[src/hw/rtl/rgbnv_pkg.sv]
package rgbnv_pkg;

  localparam int MAX_DIMENSION = 4096;
  localparam int POS_W = $clog2(MAX_DIMENSION);
  localparam int DIM_W = 13;
  localparam int CMP_W = (DIM_W > POS_W + 1) ? DIM_W : POS_W + 1;
  localparam int CFG_IDX_W = 1;
  localparam int CFG_DATA_W = DIM_W;

  localparam logic [DIM_W-1:0] FRAME_WIDTH_RESET = DIM_W'(1920);
  localparam logic [DIM_W-1:0] FRAME_HEIGHT_RESET = DIM_W'(1080);

  localparam logic [CFG_IDX_W-1:0] REG_FRAME_WIDTH = 1'b0;
  localparam logic [CFG_IDX_W-1:0] REG_FRAME_HEIGHT = 1'b1;

  typedef struct packed {
    logic [7:0] red;
    logic [7:0] green;
    logic [7:0] blue;
  } pixel_t;

  typedef struct packed {
    logic [7:0] luma;
    logic [7:0] chroma_u;
    logic [7:0] chroma_v;
    logic       chroma_valid;
    logic       frame_end;
  } result_t;

  typedef struct packed {
    logic chroma_valid;
    logic frame_end;
  } position_t;

  function automatic logic [7:0] sat_shift8(input logic signed [17:0] t);
    logic [7:0] q;
    if (t < 0) begin
      q = 8'd0;
    end else if (t[16:8] > 9'd255) begin
      q = 8'd255;
    end else begin
      q = t[15:8];
    end
    return q;
  endfunction

endpackage

[src/hw/rtl/rgbnv_if.sv]
interface rgbnv_pix_if;
  logic       valid;
  logic       ready;
  logic [7:0] red;
  logic [7:0] green;
  logic [7:0] blue;

  modport source (output valid, output red, output green, output blue, input ready);
  modport sink (input valid, input red, input green, input blue, output ready);
endinterface

interface rgbnv_res_if;
  logic       valid;
  logic       ready;
  logic [7:0] luma;
  logic [7:0] chroma_u;
  logic [7:0] chroma_v;
  logic       chroma_valid;
  logic       frame_end;

  modport source (output valid, output luma, output chroma_u, output chroma_v,
                  output chroma_valid, output frame_end, input ready);
  modport sink (input valid, input luma, input chroma_u, input chroma_v,
                input chroma_valid, input frame_end, output ready);
endinterface

[src/hw/rtl/rgbnv_csc.sv]
module rgbnv_csc (
  input  rgbnv_pkg::pixel_t    pixel,
  input  rgbnv_pkg::position_t pos,
  output rgbnv_pkg::result_t   result
);

  logic        [15:0] y_sum;
  logic signed [17:0] u_sum;
  logic signed [17:0] v_sum;
  logic signed [17:0] r_s;
  logic signed [17:0] g_s;
  logic signed [17:0] b_s;

  assign r_s = $signed({10'd0, pixel.red});
  assign g_s = $signed({10'd0, pixel.green});
  assign b_s = $signed({10'd0, pixel.blue});

  assign y_sum = 16'(16'd66 * pixel.red) + 16'(16'd129 * pixel.green)
               + 16'(16'd25 * pixel.blue);
  assign u_sum = 18'sd32768 + 18'sd112 * b_s - 18'sd38 * r_s - 18'sd74 * g_s;
  assign v_sum = 18'sd32768 + 18'sd112 * r_s - 18'sd94 * g_s - 18'sd18 * b_s;

  always_comb begin
    result.luma = rgbnv_pkg::sat_shift8($signed({2'b00, y_sum}) + 18'sd4096);
    result.chroma_valid = pos.chroma_valid;
    result.frame_end = pos.frame_end;
    if (pos.chroma_valid) begin
      result.chroma_u = rgbnv_pkg::sat_shift8(u_sum);
      result.chroma_v = rgbnv_pkg::sat_shift8(v_sum);
    end else begin
      result.chroma_u = 8'd0;
      result.chroma_v = 8'd0;
    end
  end

endmodule

[src/hw/rtl/rgb_to_nv12_color_converter.sv]
// Converts a raster stream of RGB pixels to BT.601 limited-range luma for every pixel and
// chroma for the top-left pixel of each complete 2x2 block, one word per clock. A pixel
// and its position flags pass an input register, then the color matrix into the result
// register. Both stages advance together whenever the result register is empty or being
// taken, so a new pixel is accepted in every cycle the output side is not stalled. Frame
// width and height are written through the configuration port by the user only while
// the stream is idle, which the block does not enforce; zero is treated as one.
module rgb_to_nv12_color_converter (
  input  logic                                clk,
  input  logic                                rst,
  input  logic                                cfg_write,
  input  logic [rgbnv_pkg::CFG_IDX_W-1:0]     cfg_index,
  input  logic [rgbnv_pkg::CFG_DATA_W-1:0]    cfg_data,
  rgbnv_pix_if.sink                           pix,
  rgbnv_res_if.source                         res
);

  localparam logic [rgbnv_pkg::CMP_W-1:0] MAX_DIM_C =
    rgbnv_pkg::CMP_W'(rgbnv_pkg::MAX_DIMENSION);

  logic [rgbnv_pkg::DIM_W-1:0] frame_width;
  logic [rgbnv_pkg::DIM_W-1:0] frame_height;
  logic [rgbnv_pkg::CMP_W-1:0] width_eff;
  logic [rgbnv_pkg::CMP_W-1:0] height_eff;
  logic [rgbnv_pkg::POS_W-1:0] column_position;
  logic [rgbnv_pkg::POS_W-1:0] row_position;
  logic [rgbnv_pkg::POS_W-1:0] column_position_next;
  logic [rgbnv_pkg::POS_W-1:0] row_position_next;
  logic                        last_col;
  logic                        last_row;
  logic                        advance;
  logic                        accept;

  rgbnv_pkg::position_t pos_in;
  rgbnv_pkg::pixel_t    s1_pixel;
  rgbnv_pkg::position_t s1_pos;
  logic                 s1_valid;
  rgbnv_pkg::result_t   result_comb;
  rgbnv_pkg::result_t   out_word;
  logic                 out_valid;

  always_ff @(posedge clk) begin
    if (rst) begin
      frame_width <= rgbnv_pkg::FRAME_WIDTH_RESET;
      frame_height <= rgbnv_pkg::FRAME_HEIGHT_RESET;
    end else if (cfg_write) begin
      case (cfg_index)
        rgbnv_pkg::REG_FRAME_WIDTH: frame_width <= cfg_data;
        rgbnv_pkg::REG_FRAME_HEIGHT: frame_height <= cfg_data;
        default: ;
      endcase
    end
  end

  always_comb begin
    width_eff = rgbnv_pkg::CMP_W'(frame_width);
    if (frame_width == '0) begin
      width_eff = rgbnv_pkg::CMP_W'(1);
    end else if (width_eff > MAX_DIM_C) begin
      width_eff = MAX_DIM_C;
    end
    height_eff = rgbnv_pkg::CMP_W'(frame_height);
    if (frame_height == '0) begin
      height_eff = rgbnv_pkg::CMP_W'(1);
    end else if (height_eff > MAX_DIM_C) begin
      height_eff = MAX_DIM_C;
    end
  end

  assign last_col = (rgbnv_pkg::CMP_W'(column_position) + rgbnv_pkg::CMP_W'(1)) >= width_eff;
  assign last_row = (rgbnv_pkg::CMP_W'(row_position) + rgbnv_pkg::CMP_W'(1)) >= height_eff;

  assign pos_in.chroma_valid = !column_position[0] && !row_position[0] && !last_col && !last_row;
  assign pos_in.frame_end = last_col && last_row;

  always_comb begin
    column_position_next = column_position + rgbnv_pkg::POS_W'(1);
    row_position_next = row_position;
    if (last_col) begin
      column_position_next = '0;
      row_position_next = last_row ? '0 : row_position + rgbnv_pkg::POS_W'(1);
    end
  end

  assign advance = !out_valid || res.ready;
  assign pix.ready = advance;
  assign accept = pix.valid && advance;

  always_ff @(posedge clk) begin
    if (rst) begin
      column_position <= '0;
      row_position <= '0;
    end else if (accept) begin
      column_position <= column_position_next;
      row_position <= row_position_next;
    end
  end

  always_ff @(posedge clk) begin
    if (rst) begin
      s1_valid <= 1'b0;
      out_valid <= 1'b0;
    end else if (advance) begin
      s1_valid <= pix.valid;
      out_valid <= s1_valid;
    end
  end

  always_ff @(posedge clk) begin
    if (advance) begin
      s1_pixel <= '{red: pix.red, green: pix.green, blue: pix.blue};
      s1_pos <= pos_in;
      out_word <= result_comb;
    end
  end

  rgbnv_csc u_csc (
    .pixel  (s1_pixel),
    .pos    (s1_pos),
    .result (result_comb)
  );

  assign res.valid = out_valid;
  assign res.luma = out_word.luma;
  assign res.chroma_u = out_word.chroma_u;
  assign res.chroma_v = out_word.chroma_v;
  assign res.chroma_valid = out_word.chroma_valid;
  assign res.frame_end = out_word.frame_end;

`ifndef SYNTHESIS
  a_frame_wrap: assert property (@(posedge clk) disable iff (rst)
    accept && last_col && last_row |=> column_position == '0 && row_position == '0)
    else $error("Position counters did not return to zero after the last pixel.");

  a_column_step: assert property (@(posedge clk) disable iff (rst)
    accept && !last_col |=> column_position == $past(column_position) + rgbnv_pkg::POS_W'(1))
    else $error("Column counter did not advance by one within a row.");

  a_chroma_zero: assert property (@(posedge clk) disable iff (rst)
    out_valid && !out_word.chroma_valid |-> out_word.chroma_u == 8'd0
      && out_word.chroma_v == 8'd0)
    else $error("Chroma is nonzero on a word without valid chroma.");

  a_chroma_not_last: assert property (@(posedge clk) disable iff (rst)
    out_valid && out_word.chroma_valid |-> !out_word.frame_end)
    else $error("Chroma marked valid on the last pixel of a frame.");

  a_idle_counters: assert property (@(posedge clk) disable iff (rst)
    !accept |=> $stable(column_position) && $stable(row_position))
    else $error("Position counters moved without an accepted word.");
`endif

endmodule

[src/flat_wrapper.sv]
// flat-port wrapper written by rule: the top's interface ports become plain ports
module rgb_to_nv12_color_converter_flat 
  (clk, rst, cfg_write, cfg_index, cfg_data, pix_valid, pix_red, pix_green, pix_blue, pix_ready, res_valid, res_luma, res_chroma_u, res_chroma_v, res_chroma_valid, res_frame_end, res_ready);
  rgbnv_pix_if pix_i ();
  rgbnv_res_if res_i ();
  input  logic clk;
  input  logic rst;
  input  logic cfg_write;
  input  logic [rgbnv_pkg::CFG_IDX_W-1:0] cfg_index;
  input  logic [rgbnv_pkg::CFG_DATA_W-1:0] cfg_data;
  input wire logic [$bits(pix_i.valid)-1:0] pix_valid;
  input wire logic [$bits(pix_i.red)-1:0] pix_red;
  input wire logic [$bits(pix_i.green)-1:0] pix_green;
  input wire logic [$bits(pix_i.blue)-1:0] pix_blue;
  output wire logic [$bits(pix_i.ready)-1:0] pix_ready;
  output wire logic [$bits(res_i.valid)-1:0] res_valid;
  output wire logic [$bits(res_i.luma)-1:0] res_luma;
  output wire logic [$bits(res_i.chroma_u)-1:0] res_chroma_u;
  output wire logic [$bits(res_i.chroma_v)-1:0] res_chroma_v;
  output wire logic [$bits(res_i.chroma_valid)-1:0] res_chroma_valid;
  output wire logic [$bits(res_i.frame_end)-1:0] res_frame_end;
  input wire logic [$bits(res_i.ready)-1:0] res_ready;
  assign pix_i.valid = pix_valid;
  assign pix_i.red = pix_red;
  assign pix_i.green = pix_green;
  assign pix_i.blue = pix_blue;
  assign pix_ready = pix_i.ready;
  assign res_valid = res_i.valid;
  assign res_luma = res_i.luma;
  assign res_chroma_u = res_i.chroma_u;
  assign res_chroma_v = res_i.chroma_v;
  assign res_chroma_valid = res_i.chroma_valid;
  assign res_frame_end = res_i.frame_end;
  assign res_i.ready = res_ready;
  rgb_to_nv12_color_converter u_core (.clk(clk), .rst(rst), .cfg_write(cfg_write), .cfg_index(cfg_index), .cfg_data(cfg_data), .pix(pix_i), .res(res_i));
endmodule
[config.mk]
export PLATFORM = sky130hd
export DESIGN_NAME = rgb_to_nv12_color_converter_flat
export DESIGN_NICKNAME = d
export VERILOG_FILES = /design/src/hw/rtl/rgbnv_pkg.sv /design/src/hw/rtl/rgbnv_if.sv /design/src/hw/rtl/rgbnv_csc.sv /design/src/hw/rtl/rgb_to_nv12_color_converter.sv /design/src/flat_wrapper.sv
export SDC_FILE = /design/constraint.sdc
export NUM_CORES = 1
export LEC_CHECK = 0
export ABC_CLOCK_PERIOD_IN_PS = 4900
export BUFFER_PORTS_ARGS = -buffer_cell sky130_fd_sc_hd__buf_4
export CAP_MARGIN = 20
export CELL_PAD_IN_SITES_DETAIL_PLACEMENT = 0
export CELL_PAD_IN_SITES_GLOBAL_PLACEMENT = 1
export CORE_ASPECT_RATIO = 0.5
export CORE_MARGIN = 1
export CORE_UTILIZATION = 44
export CTS_CLUSTER_DIAMETER = 80
export DETAILED_ROUTE_END_ITERATION = 7
export GPL_TIMING_DRIVEN = 0
export PLACE_DENSITY_LB_ADDON = 0.1
export SLEW_MARGIN = 5
export SYNTH_ARGS = -nofsm -noshare
export SYNTH_HDL_FRONTEND = slang
export SYNTH_HIERARCHICAL = 1
export SYNTH_SLANG_ARGS = --single-unit
[constraint.sdc]
create_clock -name clk -period 4.9 [get_ports clk]
set_clock_uncertainty 0.2 [all_clocks]
set_input_delay 0.49 -clock clk [delete_from_list [all_inputs] [get_ports clk]]
set_output_delay 0.49 -clock clk [all_outputs]
set_load 0.02 [all_outputs]
==> reports/qor.txt, run 1 <==
number of CTS-inserted buffers -> 9
most numerous cell types in the synthesized netlist -> sky130_fd_sc_hd__ha_1 (207), sky130_fd_sc_hd__inv_1 (191), sky130_fd_sc_hd__nand2_1 (139), sky130_fd_sc_hd__fa_1 (87), sky130_fd_sc_hd__a21oi_1 (82)
Largest stage delay, worst path -> 540 ps
Tightest Hold Check Type -> input pin to register
Switching Power -> 0.00430 W
1st-pass router iterations -> 5
Synth top area share -> 22.6%
Async S/R FF share, synth -> 0%
slack of the worst reg-to-reg path -> -430 ps
die extent in x -> 230 um
number of synthesized flops with an enable pin -> 52
count of maximum capacitance violations -> 0
Cell Int Power -> 0.00525 W
routed vias/inst -> 5.17
number of warning messages in the yosys log -> 6
hold path depth -> 1
Synth-to-Final Area Change -> 23.5%
min setup slack post-route -> -435 ps
final count of negative-setup-slack endpoints -> 24
Worst Hold Slack -> 72.9 ps
clock root buffer -> sky130_fd_sc_hd__clkbuf_16
total via count in the routed design -> 8988
count of antenna-violating nets left after detailed routing -> 0
number of placed I/O pins -> 71
fraction of power consumed by the clock network -> 8.3%
Met2 Wirelength -> 13400 um
endpoint class of the critical path -> register
fraction of final layout cells sized beyond drive strength 1 -> 22.1%
Critical-path top delay cell -> sky130_fd_sc_hd__fa_1
die footprint -> 26700 um^2
port buffer count -> 70
Die Span Y -> 116 um
Final Wtd Congestion -> 0.813
Clock Latency Late Sink -> 390 ps
Final Hold Viols -> 0
wire length of the first global-routing pass -> 46500 um
Fin Setup TNS -> -6530 ps
status -> finished, violations left
Critical Path Fanout Max -> 6
fraction of power consumed by sequential logic -> 13.8%
Data required, critical path -> 4870 ps
worst endpoint data arrival time -> 5310 ps
Syn Inst Count -> 1224
failing checks -> negative setup slack
Power Dens Cells -> 675 nW/um^2
Initial Util -> 45.1%
vias in the first global route -> 8971
largest cells by area after synthesis -> sky130_fd_sc_hd__ha_1 (23%), sky130_fd_sc_hd__fa_1 (15%), sky130_fd_sc_hd__edfxtp_1 (14%)
uppermost metal layer occupied by signal nets -> met4
Bufs on Longest Clock Path -> 2
GRT overflow -> 0
setup repair after global routing missed its margin -> true
clock edge transition at the registers on the reported setup and hold paths -> 90 ps
count of hold-fix buffers inserted at cts -> 0
number of remaining DRC errors -> 0
synthesized netlist net count -> 1561
routed metal-1 wire length -> 13800 um
Crit Path Category -> register to register
filler cell count in the final layout -> 2265
depth of the worst register-to-register path -> 21
net count reported at finish -> 1727
worst slew margin relative to its limit -> 53.6%
worst reg2reg startpoint -> u_core/s1_pixel[8]
placeable core region -> 25400 um^2
leakage power figure -> 6.60 nW
synthesized flop and latch total -> 104
largest net degree at the start of global routing -> 30
critical hold path startpoint -> pix_red[6]
detailed-placement wirelength estimate -> 21800 um
num rows -> 41
TritonCTS clock tree -> built
Clock Sink Count -> 104
DRT iter0 DRCs -> 365
hold endpoint -> u_core/s1_pixel[22]
end of the worst register-to-register path -> u_core/res.chroma_v[4]
Mean Syn Cell Area -> 9.36 um^2
Mapped Area -> 11500 um^2
final critical path time including I/O delays and setup -> 5330 ps
primary flip-flop cell chosen by synthesis mapping -> sky130_fd_sc_hd__edfxtp_1
wire length on met3 -> 951 um
count of distinct cell types in the synthesized netlist -> 78
sum of routed wire length over all layers -> 28600 um
maximum level of the CTS H-tree -> 3
Worst-Margin Slew -> 693 ps
count of pins over their slew limit -> 0
aggregate global-route resource usage -> 22.6%
startpoint type of the worst setup path -> register
most used standard cell by instance count after synthesis -> sky130_fd_sc_hd__ha_1
post-route fraction of the period consumed by the critical path -> 109%
Yosys top cell by area -> sky130_fd_sc_hd__ha_1
DR WL/cell -> 16.4 um
peak ir drop on the vdd network -> 0.000600 V
worst path cell trace -> buf_4 > ha_1 > ha_1 > inv_2 > fa_1 > inv_2 > ha_4 > a21o_1 > a21oi_4 > o21bai_4 > a21oi_4 > o21ai_4 > xor2_2 > fa_1 > inv_2 > ha_4 > nand3_4 > a21oi_4 > o41ai_4 > buf_4 > a2111oi_2
achievable frequency -> 187 MHz
count of antenna diodes in the layout -> 0
sw frac -> 45.0%
part of the total power dissipated in combinational logic -> 77.9%
antenna violations before repair -> 0
sequential-to-total area share from yosys stat -> 22.7%
## timing repair
action	4_1_cts	5_1_grt
buffers inserted	69	15
pin swaps	45	29
setup endpoints to repair	24	24
resized for setup	53	36
endpoints found under the hold margin	0	0
## how the worst max path moves through the flow
stage | slack (ps) | end | startpoint | cells after the start
6_report | -430 | u_core/res.chroma_v[4] | u_core/s1_pixel[8] | 21
5_1_grt | -640 | u_core/res.chroma_v[4] | u_core/s1_pixel[13] | 19
4_1_cts | -400 | u_core/res.chroma_v[1] | u_core/s1_pixel[13] | 20
3_5_place_dp | -700 | u_core/res.chroma_v[7] | u_core/s1_pixel[10] | 19
3_3_place_gp | -630 | u_core/res.chroma_v[7] | u_core/s1_pixel[10] | 19
2_1_floorplan | -80 | u_core/res.luma[5] | u_core/s1_pixel[3] | 16
## sequential cells by signal, summed over array words and instances (netlist names)
| register | count |
|---|---|
| u_core/column_position | 12 |
| u_core/row_position | 12 |
| u_core/s1_pixel | 24 |
| u_core/res.chroma_u | 8 |
| u_core/s1_pos | 2 |
| u_core/res.frame_end | 1 |
| u_core/res.valid | 1 |
| u_core/res.luma | 8 |
| u_core/frame_width | 13 |
| u_core/s1_valid | 1 |
| u_core/res.chroma_valid | 1 |
| u_core/res.chroma_v | 8 |
| u_core/frame_height | 13 |
## power by group through the flow
stage / sequential, W / combinational (W) / clock (W)
after global placement: 0.00138 / 0.00600 / 0
after detailed placement: 0.00138 / 0.00608 / 0
final: 0.00132 / 0.00743 / 0.000792
after global routing: 0.00133 / 0.00830 / 0.000842
after CTS: 0.00132 / 0.00679 / 0.000814
after floorplan: 0.00148 / 0.00476 / 0
## worst max-delay path: cells and delay by family, from the launching register on
family | cells | cell delay (ps)
fa+ha+maj | 6 | 2240
compound gates | 8 | 1330
buf+inv | 5 | 530
flops | 1 | 520
xor+xnor | 1 | 210
simple gates | 1 | 80
## metal layers
metal  vias to the layer above  track usage (%)
met2                       102             38.3
met3                        29             4.60
met1                      4331             29.7
li1                       4526                -
met4                         0             5.65
met5                         -                0
## cell usage in the layout, fill, tap and decap left out, types with 11 or more instances in the layout
| cell | synthesis | layout |
|---|---|---|
| sky130_fd_sc_hd__a21o_1 | 21 | 21 |
| sky130_fd_sc_hd__dfxtp_1 | 52 | 52 |
| sky130_fd_sc_hd__inv_1 | 191 | 170 |
| sky130_fd_sc_hd__nor2_1 | 38 | 37 |
| sky130_fd_sc_hd__a21oi_2 | 2 | 13 |
| sky130_fd_sc_hd__a21oi_1 | 82 | 68 |
| sky130_fd_sc_hd__edfxtp_1 | 52 | 52 |
| sky130_fd_sc_hd__buf_4 | 3 | 146 |
| sky130_fd_sc_hd__nand3_1 | 39 | 35 |
| sky130_fd_sc_hd__inv_2 | 0 | 19 |
| sky130_fd_sc_hd__buf_6 | 0 | 11 |
| sky130_fd_sc_hd__xor2_1 | 24 | 22 |
| sky130_fd_sc_hd__nor3_1 | 18 | 16 |
| sky130_fd_sc_hd__ha_4 | 0 | 30 |
| sky130_fd_sc_hd__fa_1 | 87 | 85 |
| sky130_fd_sc_hd__ha_1 | 207 | 173 |
| sky130_fd_sc_hd__o21ai_0 | 23 | 20 |
| sky130_fd_sc_hd__nand2_1 | 139 | 134 |
| sky130_fd_sc_hd__nor2b_1 | 14 | 14 |
| sky130_fd_sc_hd__nand3b_1 | 12 | 12 |
| sky130_fd_sc_hd__xnor2_1 | 48 | 43 |
| sky130_fd_sc_hd__clkbuf_1 | 15 | 14 |
## logic make-up (layout without fill, tap and decap cells)
family	Yosys count	in the layout	share of synthesized area [%]
mux	2	2	0.186
xor+xnor	72	72	5.51
buf+inv	215	386	7.18
simple gates	320	320	13.6
compound gates	217	217	13.0
flops	104	104	22.7
fa+ha+maj	294	294	37.8
## per-stage QoR
| step | total power, W | cell area (um^2) | instances | worst slack (ps) | util [%] |
|---|---|---|---|---|---|
| 3_5_place_dp | 0.00746 | 12700 | 1639 | -704 | 50.0 |
| 5_1_grt | 0.0105 | 14100 | 1739 | -639 | 55.7 |
| 2_1_floorplan | 0.00624 | 11700 | 1224 | -78.4 | - |
| 3_3_place_gp | 0.00738 | 12700 | 1638 | -628 | 50.0 |
| 6_report | 0.00954 | 14100 | 1739 | -435 | 55.7 |
| 4_1_cts | 0.00893 | 13900 | 1724 | -404 | 54.6 |
## final cells by class
cell class | instances | area, um^2 | share of cell area, %
multi-input cells | 905 | 8740 | 61.8
flip-flops and latches | 104 | 2600 | 18.4
repair buffers | 155 | 1220 | 8.61
inverters | 192 | 727 | 5.14
well taps | 344 | 430 | 3.04
clock buffers | 10 | 250 | 1.77
plain buffers | 23 | 111 | 0.787
clock inverters | 6 | 68.8 | 0.487
No activity file was read; power rests on OpenSTA's default activity.
==> run 2: changes to the inputs <==
Settings changed: SYNTH_HIERARCHICAL 1 to unset.
==> reports/qor.txt, run 2 <==
Die Span Y -> 116 um (about the same)
cell repeated most along the worst path -> sky130_fd_sc_hd__fa_1
detailed-placement wirelength estimate -> 20900 um (-3.9%)
port buffer count -> 70 (unchanged)
Data required, critical path -> 4820 ps (-50 ps)
Power Dens Cells -> 691 nW/um^2 (+2.4%)
Worst-Margin Slew -> 588 ps (-105 ps)
final critical path time including I/O delays and setup -> 5500 ps (+168 ps)
Top Family by Delay on Critical Path -> adder cells
net count reported at finish -> 1774 (+2.7%)
Power Total -> 0.0101 W (+6.0%)
peak ir drop on the vdd network -> 0.000533 V (-11%)
setup repair after global routing missed its margin -> true
Top Registers -> u_core.s1_pixel (24), u_core.frame_height (13), u_core.frame_width (13)
final count of negative-setup-slack endpoints -> 21 (-13%)
worst slew margin relative to its limit -> 60.8% (+7.2 points)
sequential-to-total area share from yosys stat -> 22.7% (about the same)
wire length of the first global-routing pass -> 45600 um (-1.9%)
stages on the worst setup path -> 24 (+14%)
fraction of power consumed by the clock network -> 7.3% (-1.0 points)
Syn Inst Count -> 1249 (+2.0%)
num rows -> 41 (unchanged)
antenna violations before repair -> 1 (+1)
startpoint type of the worst setup path -> register
number of flip-flops in the largest register -> 24 (unchanged)
most used standard cell by instance count after synthesis -> sky130_fd_sc_hd__inv_1
Largest stage delay, worst path -> 540 ps (about the same)
Clock Latency Late Sink -> 370 ps (-20 ps)
sum of routed wire length over all layers -> 28500 um (-0.24%)
DR WL/cell -> 16.0 um (-2.9%)
Critical Path Fanout Max -> 3 (-3)
min setup slack post-route -> -603 ps (-168 ps)
die footprint -> 26700 um^2 (about the same)
worst endpoint data arrival time -> 5420 ps (+110 ps)
failing checks -> negative setup slack
primary flip-flop cell chosen by synthesis mapping -> sky130_fd_sc_hd__edfxtp_1
Cell Int Power -> 0.00573 W (+9.2%)
Synth top area share -> 22.6% (about the same)
number of warning messages in the yosys log -> 0 (-6)
synthesized netlist net count -> 1586 (+1.6%)
status -> finished, violations left
count of distinct cell types in the synthesized netlist -> 55 (-29%)
largest cells by area after synthesis -> sky130_fd_sc_hd__ha_1 (23%), sky130_fd_sc_hd__fa_1 (15%), sky130_fd_sc_hd__edfxtp_1 (14%)
fraction of power consumed by sequential logic -> 13.0% (-0.8 points)
most numerous cell types in the synthesized netlist -> sky130_fd_sc_hd__inv_1 (214), sky130_fd_sc_hd__ha_1 (207), sky130_fd_sc_hd__nand2_1 (120), sky130_fd_sc_hd__fa_1 (87), sky130_fd_sc_hd__a21oi_1 (81)
fraction of final layout cells sized beyond drive strength 1 -> 23.6% (+1.5 points)
Crit Path Category -> register to register
post-route fraction of the period consumed by the critical path -> 112% (+3.4 points)
total via count in the routed design -> 9175 (+2.1%)
Mean Syn Cell Area -> 9.17 um^2 (-2.0%)
number of CTS-inserted buffers -> 9 (unchanged)
die extent in x -> 230 um (about the same)
number of synthesized flops with an enable pin -> 52 (unchanged)
placeable core region -> 25400 um^2 (unchanged)
number of remaining DRC errors -> 0 (unchanged)
part of the total power dissipated in combinational logic -> 79.7% (+1.8 points)
clock root buffer -> sky130_fd_sc_hd__clkbuf_16
maximum level of the CTS H-tree -> 3 (unchanged)
hold path depth -> 1 (unchanged)
GRT overflow -> 0 (unchanged)
Final Wtd Congestion -> 0.822 (+1.1%)
most used cells in the layout excluding fill and tap cells -> sky130_fd_sc_hd__inv_1 (187), sky130_fd_sc_hd__ha_1 (159), sky130_fd_sc_hd__buf_4 (159)
count of pins over their slew limit -> 0 (unchanged)
aggregate global-route resource usage -> 22.0% (-0.57 points)
routed vias/inst -> 5.14 (-0.61%)
Synth-to-Final Area Change -> 27.9%
sum of buffers and inverters on the critical path -> 8 (+3)
Clock Sink Count -> 104 (unchanged)
count of maximum capacitance violations -> 0 (unchanged)
Critical-path top delay cell -> sky130_fd_sc_hd__fa_1
endpoint class of the critical path -> register
clock edge transition at the registers on the reported setup and hold paths -> 80 ps (about the same)
Yosys top cell by area -> sky130_fd_sc_hd__ha_1
Tightest Hold Check Type -> input pin to register
final design utilization -> 57.7% (+2.0 points)
largest net degree at the start of global routing -> 35 (+17%)
Initial Util -> 45.1% (about the same)
leading cell type in the layout, fill and taps excluded -> sky130_fd_sc_hd__inv_1
count of antenna diodes in the layout -> 0 (unchanged)
count of antenna-violating nets left after detailed routing -> 0 (unchanged)
TritonCTS clock tree -> built
slack of the worst reg-to-reg path -> -600 ps (-170 ps)
leakage power figure -> 6.86 nW (+3.9%)
DRT iter0 DRCs -> 377 (+3.3%)
synthesized flop and latch total -> 104 (unchanged)
Final Hold Viols -> 0 (unchanged)
Mapped Area -> 11500 um^2 (about the same)
depth of the worst register-to-register path -> 24 (+14%)
sw frac -> 43.4% (-1.7 points)
Async S/R FF share, synth -> 0% (unchanged)
1st-pass router iterations -> 4 (-1)
Worst Hold Slack -> 87.9 ps (+15.0 ps)
worst path cell trace -> buf_6 > buf_4 > ha_1 > fa_1 > inv_1 > fa_1 > inv_2 > ha_4 > inv_1 > o21bai_1 > a21oi_2 > o21bai_1 > a21oi_2 > xnor2_2 > fa_1 > inv_2 > ha_4 > nand3_4 > a21oi_4 > o21a_1 > buf_4 > buf_6 > o21ai_4 > and3_1
Bufs on Longest Clock Path -> 2 (unchanged)
achievable frequency -> 182 MHz (-3.1%)
Largest Register -> u_core.s1_pixel
number of placed I/O pins -> 71 (unchanged)
Switching Power -> 0.00439 W (+2.1%)
vias in the first global route -> 9132 (+1.8%)
-- run 2: through the flow --
| step | setup TNS (ps) | cells | setup slack (ps) | instance area, um^2 |
|---|---|---|---|---|
| after detailed placement | -17500 | 1664 | -1100 | 12600 |
| after global placement | -16540 | 1663 | -1050 | 12600 |
| final | -8220 | 1786 | -603 | 14600 |
| after CTS | -9590 | 1737 | -579 | 13900 |
| after floorplan | -2570 | 1249 | -284 | 11600 |
| after global routing | -12480 | 1786 | -759 | 14600 |
-- run 2: repair_timing --
item | 4_1_cts | 5_1_grt
hold buffers | 0 | 0
gates resized for setup | 78 | 79
pin swaps | 64 | 66
buffers inserted | 57 | 53
setup endpoints to repair | 24 | 24
-- run 2: kinds of logic (layout without fill, tap and decap cells) --
group	after synthesis	after routing	synth area share (%)
compound gates	213	213	11.7
xor+xnor	77	77	5.89
fa+ha+maj	294	294	37.8
buf+inv	235	428	7.75
flops	104	104	22.7
mux	3	3	0.273
simple gates	323	323	13.8
-- run 2: layout make-up --
type | count | area, um^2
Timing Repair Buffer | 177 | 1410
Inverter | 215 | 811
Clock buffer | 10 | 230
Fill cell | 2241 | 10700
Sequential cell | 104 | 2600
Clock inverter | 6 | 60.1
Multi-Input combinational cell | 910 | 9030
Tap cell | 344 | 430
Buffer | 20 | 80.1
-- run 2: worst paths after layout --
kind                       endpoint                 from
min reg2reg    u_core.res.frame_end     u_core.s1_pos[0]
max reg2reg  u_core.res.chroma_v[6]  u_core.s1_pixel[12]
max          u_core.res.chroma_v[6]  u_core.s1_pixel[12]
min             u_core.s1_pixel[21]           pix_red[5]
-- run 2: per-layer routing --
| metal | wire (um) | vias to the layer above | global-route usage (%) |
|---|---|---|---|
| met5 | 17 | - | 0 |
| met1 | 13300 | 4422 | 28.2 |
| li1 | - | 4613 | - |
| met3 | 799 | 32 | 3.17 |
| met4 | 455 | 2 | 5.56 |
| met2 | 14000 | 106 | 39.4 |
-- run 2: power groups by stage --
stage / logic (W) / clock network, W / registers [W]
after floorplan: 0.00411 / 0 / 0.00147
after global placement: 0.00524 / 0 / 0.00137
after detailed placement: 0.00533 / 0 / 0.00137
after CTS: 0.00704 / 0.000762 / 0.00133
after global routing: 0.00895 / 0.000788 / 0.00133
final: 0.00806 / 0.000735 / 0.00132
==> run 3: changes to the inputs <==
Settings changed: REMOVE_ABC_BUFFERS set to 1.
==> reports/qor.txt, run 3 (synthesis gave the netlist of run 2 again) <==
final critical path time including I/O delays and setup -> 5450 ps (-49.7 ps)
startpoint type of the worst setup path -> register
Crit Path Category -> register to register
most used cells in the layout excluding fill and tap cells -> sky130_fd_sc_hd__inv_1 (191), sky130_fd_sc_hd__ha_1 (162), sky130_fd_sc_hd__buf_4 (134)
DR WL/cell -> 16.3 um (+2.1%)
net count reported at finish -> 1727 (-2.6%)
Final Wtd Congestion -> 0.799 (-2.7%)
Critical Path Fanout Max -> 3 (unchanged)
total via count in the routed design -> 9058 (-1.3%)
Largest Register -> u_core.s1_pixel
final count of negative-setup-slack endpoints -> 22 (+4.8%)
count of pins over their slew limit -> 0 (unchanged)
count of antenna diodes in the layout -> 0 (unchanged)
setup repair after global routing missed its margin -> true
Switching Power -> 0.00412 W (-6.1%)
hold path depth -> 1 (unchanged)
number of remaining DRC errors -> 0 (unchanged)
1st-pass router iterations -> 5 (+1)
worst slew margin relative to its limit -> 36.2% (-25 points)
clock root buffer -> sky130_fd_sc_hd__clkbuf_16
failing checks -> negative setup slack
TritonCTS clock tree -> built
post-route fraction of the period consumed by the critical path -> 111% (-1.0 points)
endpoint class of the critical path -> register
fraction of final layout cells sized beyond drive strength 1 -> 21.4% (-2.1 points)
num rows -> 41 (unchanged)
Bufs on Longest Clock Path -> 2 (unchanged)
CP endpoint -> u_core.res.chroma_v[6]
antenna violations before repair -> 0 (-1)
number of placed I/O pins -> 71 (unchanged)
status -> finished, violations left
Die Span Y -> 116 um (unchanged)
filler cell count in the final layout -> 2250 (+0.40%)
peak ir drop on the vdd network -> 0.000421 V (-21%)
routed vias/inst -> 5.21 (+1.4%)
Worst Hold Slack -> 66.8 ps (-21.0 ps)
worst reg2reg startpoint -> u_core.s1_pixel[10]
placeable core region -> 25400 um^2 (unchanged)
fraction of power consumed by the clock network -> 8.0% (+0.7 points)
placed instance count -> 1645 (-1.1%)
count of hold-fix buffers inserted at cts -> 0 (unchanged)
Cell Int Power -> 0.00520 W (-9.2%)
achievable frequency -> 183 MHz (+0.91%)
Data required, critical path -> 4840 ps (+20 ps)
wire length of the first global-routing pass -> 46300 um (+1.3%)
Synth-to-Final Area Change -> 24.7%
Fin Setup TNS -> -8110 ps (+117 ps)
largest net degree at the start of global routing -> 50 (+43%)
critical hold path startpoint -> pix_green[0]
Worst-Margin Slew -> 954 ps (+366 ps)
slack of the worst reg-to-reg path -> -550 ps (+50 ps)
number of flip-flops in the largest register -> 24 (unchanged)
Clock Sink Count -> 104 (unchanged)
Top Registers -> u_core.s1_pixel (24), u_core.frame_height (13), u_core.frame_width (13)
die extent in x -> 230 um (unchanged)
sw frac -> 44.2% (+0.83 points)
Worst setup startpoint -> u_core.s1_pixel[10]
Initial Util -> 45.1% (unchanged)
Clock Latency Late Sink -> 390 ps (+20 ps)
end of the worst register-to-register path -> u_core.res.chroma_v[6]
fraction of power consumed by sequential logic -> 14.2% (+1.2 points)
leading cell type in the layout, fill and taps excluded -> sky130_fd_sc_hd__inv_1
count of maximum capacitance violations -> 0 (unchanged)
clock edge transition at the registers on the reported setup and hold paths -> 90 ps (about the same)
port buffer count -> 70 (unchanged)
Power Dens Cells -> 653 nW/um^2 (-5.5%)
die footprint -> 26700 um^2 (unchanged)
part of the total power dissipated in combinational logic -> 77.9% (-1.8 points)
placement-stage worst setup slack -> -1560 ps (-468 ps)
detailed-placement wirelength estimate -> 19900 um (-4.9%)
aggregate global-route resource usage -> 22.3% (+0.32 points)
maximum level of the CTS H-tree -> 3 (unchanged)
sum of routed wire length over all layers -> 28400 um (-0.55%)
worst endpoint data arrival time -> 5390 ps (-30 ps)
count of antenna-violating nets left after detailed routing -> 0 (unchanged)
min setup slack post-route -> -553 ps (+49.7 ps)
DRT iter0 DRCs -> 403 (+6.9%)
leakage power figure -> 6.68 nW (-2.6%)
count of placed standard cells in the final layout, fillers left out -> 1739 (-2.6%)
vias in the first global route -> 9151 (+0.21%)
number of CTS-inserted buffers -> 9 (unchanged)
Power Total -> 0.00932 W (-7.9%)
GRT overflow -> 0 (unchanged)
Final Hold Viols -> 0 (unchanged)
Tightest Hold Check Type -> input pin to register
depth of the worst register-to-register path -> 23 (-4.2%)
run 3: worst max-delay path, stage by stage (launching register included):
cell and delay (ps):
sky130_fd_sc_hd__edfxtp_1 450, sky130_fd_sc_hd__inv_2 100, sky130_fd_sc_hd__fa_1 560, sky130_fd_sc_hd__inv_2 50
sky130_fd_sc_hd__ha_4 250, sky130_fd_sc_hd__fa_1 430, sky130_fd_sc_hd__buf_4 150, sky130_fd_sc_hd__fa_2 340
sky130_fd_sc_hd__a21o_1 180, sky130_fd_sc_hd__a21oi_2 170, sky130_fd_sc_hd__o21bai_1 120, sky130_fd_sc_hd__a21oi_2 160
sky130_fd_sc_hd__o21bai_1 110, sky130_fd_sc_hd__a21oi_2 240, sky130_fd_sc_hd__xnor2_2 110, sky130_fd_sc_hd__fa_1 500
sky130_fd_sc_hd__inv_2 50, sky130_fd_sc_hd__ha_4 280, sky130_fd_sc_hd__nand3_4 80, sky130_fd_sc_hd__a21oi_4 170
sky130_fd_sc_hd__o21a_1 190, sky130_fd_sc_hd__buf_6 110, sky130_fd_sc_hd__o21ai_2 50, sky130_fd_sc_hd__and3_1 170
run 3: power by group through the flow:
| stage | combinational [W] | clock, W | sequential [W] |
|---|---|---|---|
| floorplan | 0.00381 | 0 | 0.00147 |
| detailed placement | 0.00503 | 0 | 0.00138 |
| global route | 0.00807 | 0.000797 | 0.00134 |
| finish | 0.00726 | 0.000743 | 0.00132 |
| global placement | 0.00493 | 0 | 0.00138 |
| CTS | 0.00672 | 0.000765 | 0.00132 |
run 3: how the worst min path moves through the flow:
| stage | end | slack (ps) |
|---|---|---|
| 6_report | u_core.s1_pixel[8] | 70 |
| 5_1_grt | u_core.s1_pixel[3] | 60 |
| 4_1_cts | u_core.s1_pixel[8] | 50 |
| 3_5_place_dp | u_core.res.frame_end | 220 |
| 3_3_place_gp | u_core.res.frame_end | 200 |
| 2_1_floorplan | u_core.res.frame_end | 200 |
run 3: stage by stage:
stage / util, % / cell area, um^2
after floorplan: - / 11400
after global placement: 48.5 / 12300
after detailed placement: 48.7 / 12400
after CTS: 55.0 / 14000
after global routing: 56.2 / 14300
final: 56.2 / 14300
run 3: area by class of cell:
type	count	area, um^2	share of cell area (%)
multi-input combinational	910	8940	62.6
sequential	104	2600	18.2
timing repair buffer	150	1210	8.49
inverter	215	811	5.68
tap	344	430	3.02
clock buffer	9	225	1.58
clock inverter	7	56.3	0.394
run 3: metal layers:
| layer | vias up | track usage [%] | wire, um |
|---|---|---|---|
| li1 | 4511 | - | - |
| met1 | 4407 | 28.8 | 13300 |
| met2 | 117 | 39.4 | 13700 |
| met3 | 23 | 4.23 | 1030 |
| met4 | 0 | 4.59 | 340 |
| met5 | - | 0 | 0 |
run 3: timing repair:
item                                    4_1_cts  5_1_grt
endpoints found under the setup margin       24       25
setup buffers                                69       11
gates resized for setup                     142       40
pin swaps                                    87       60
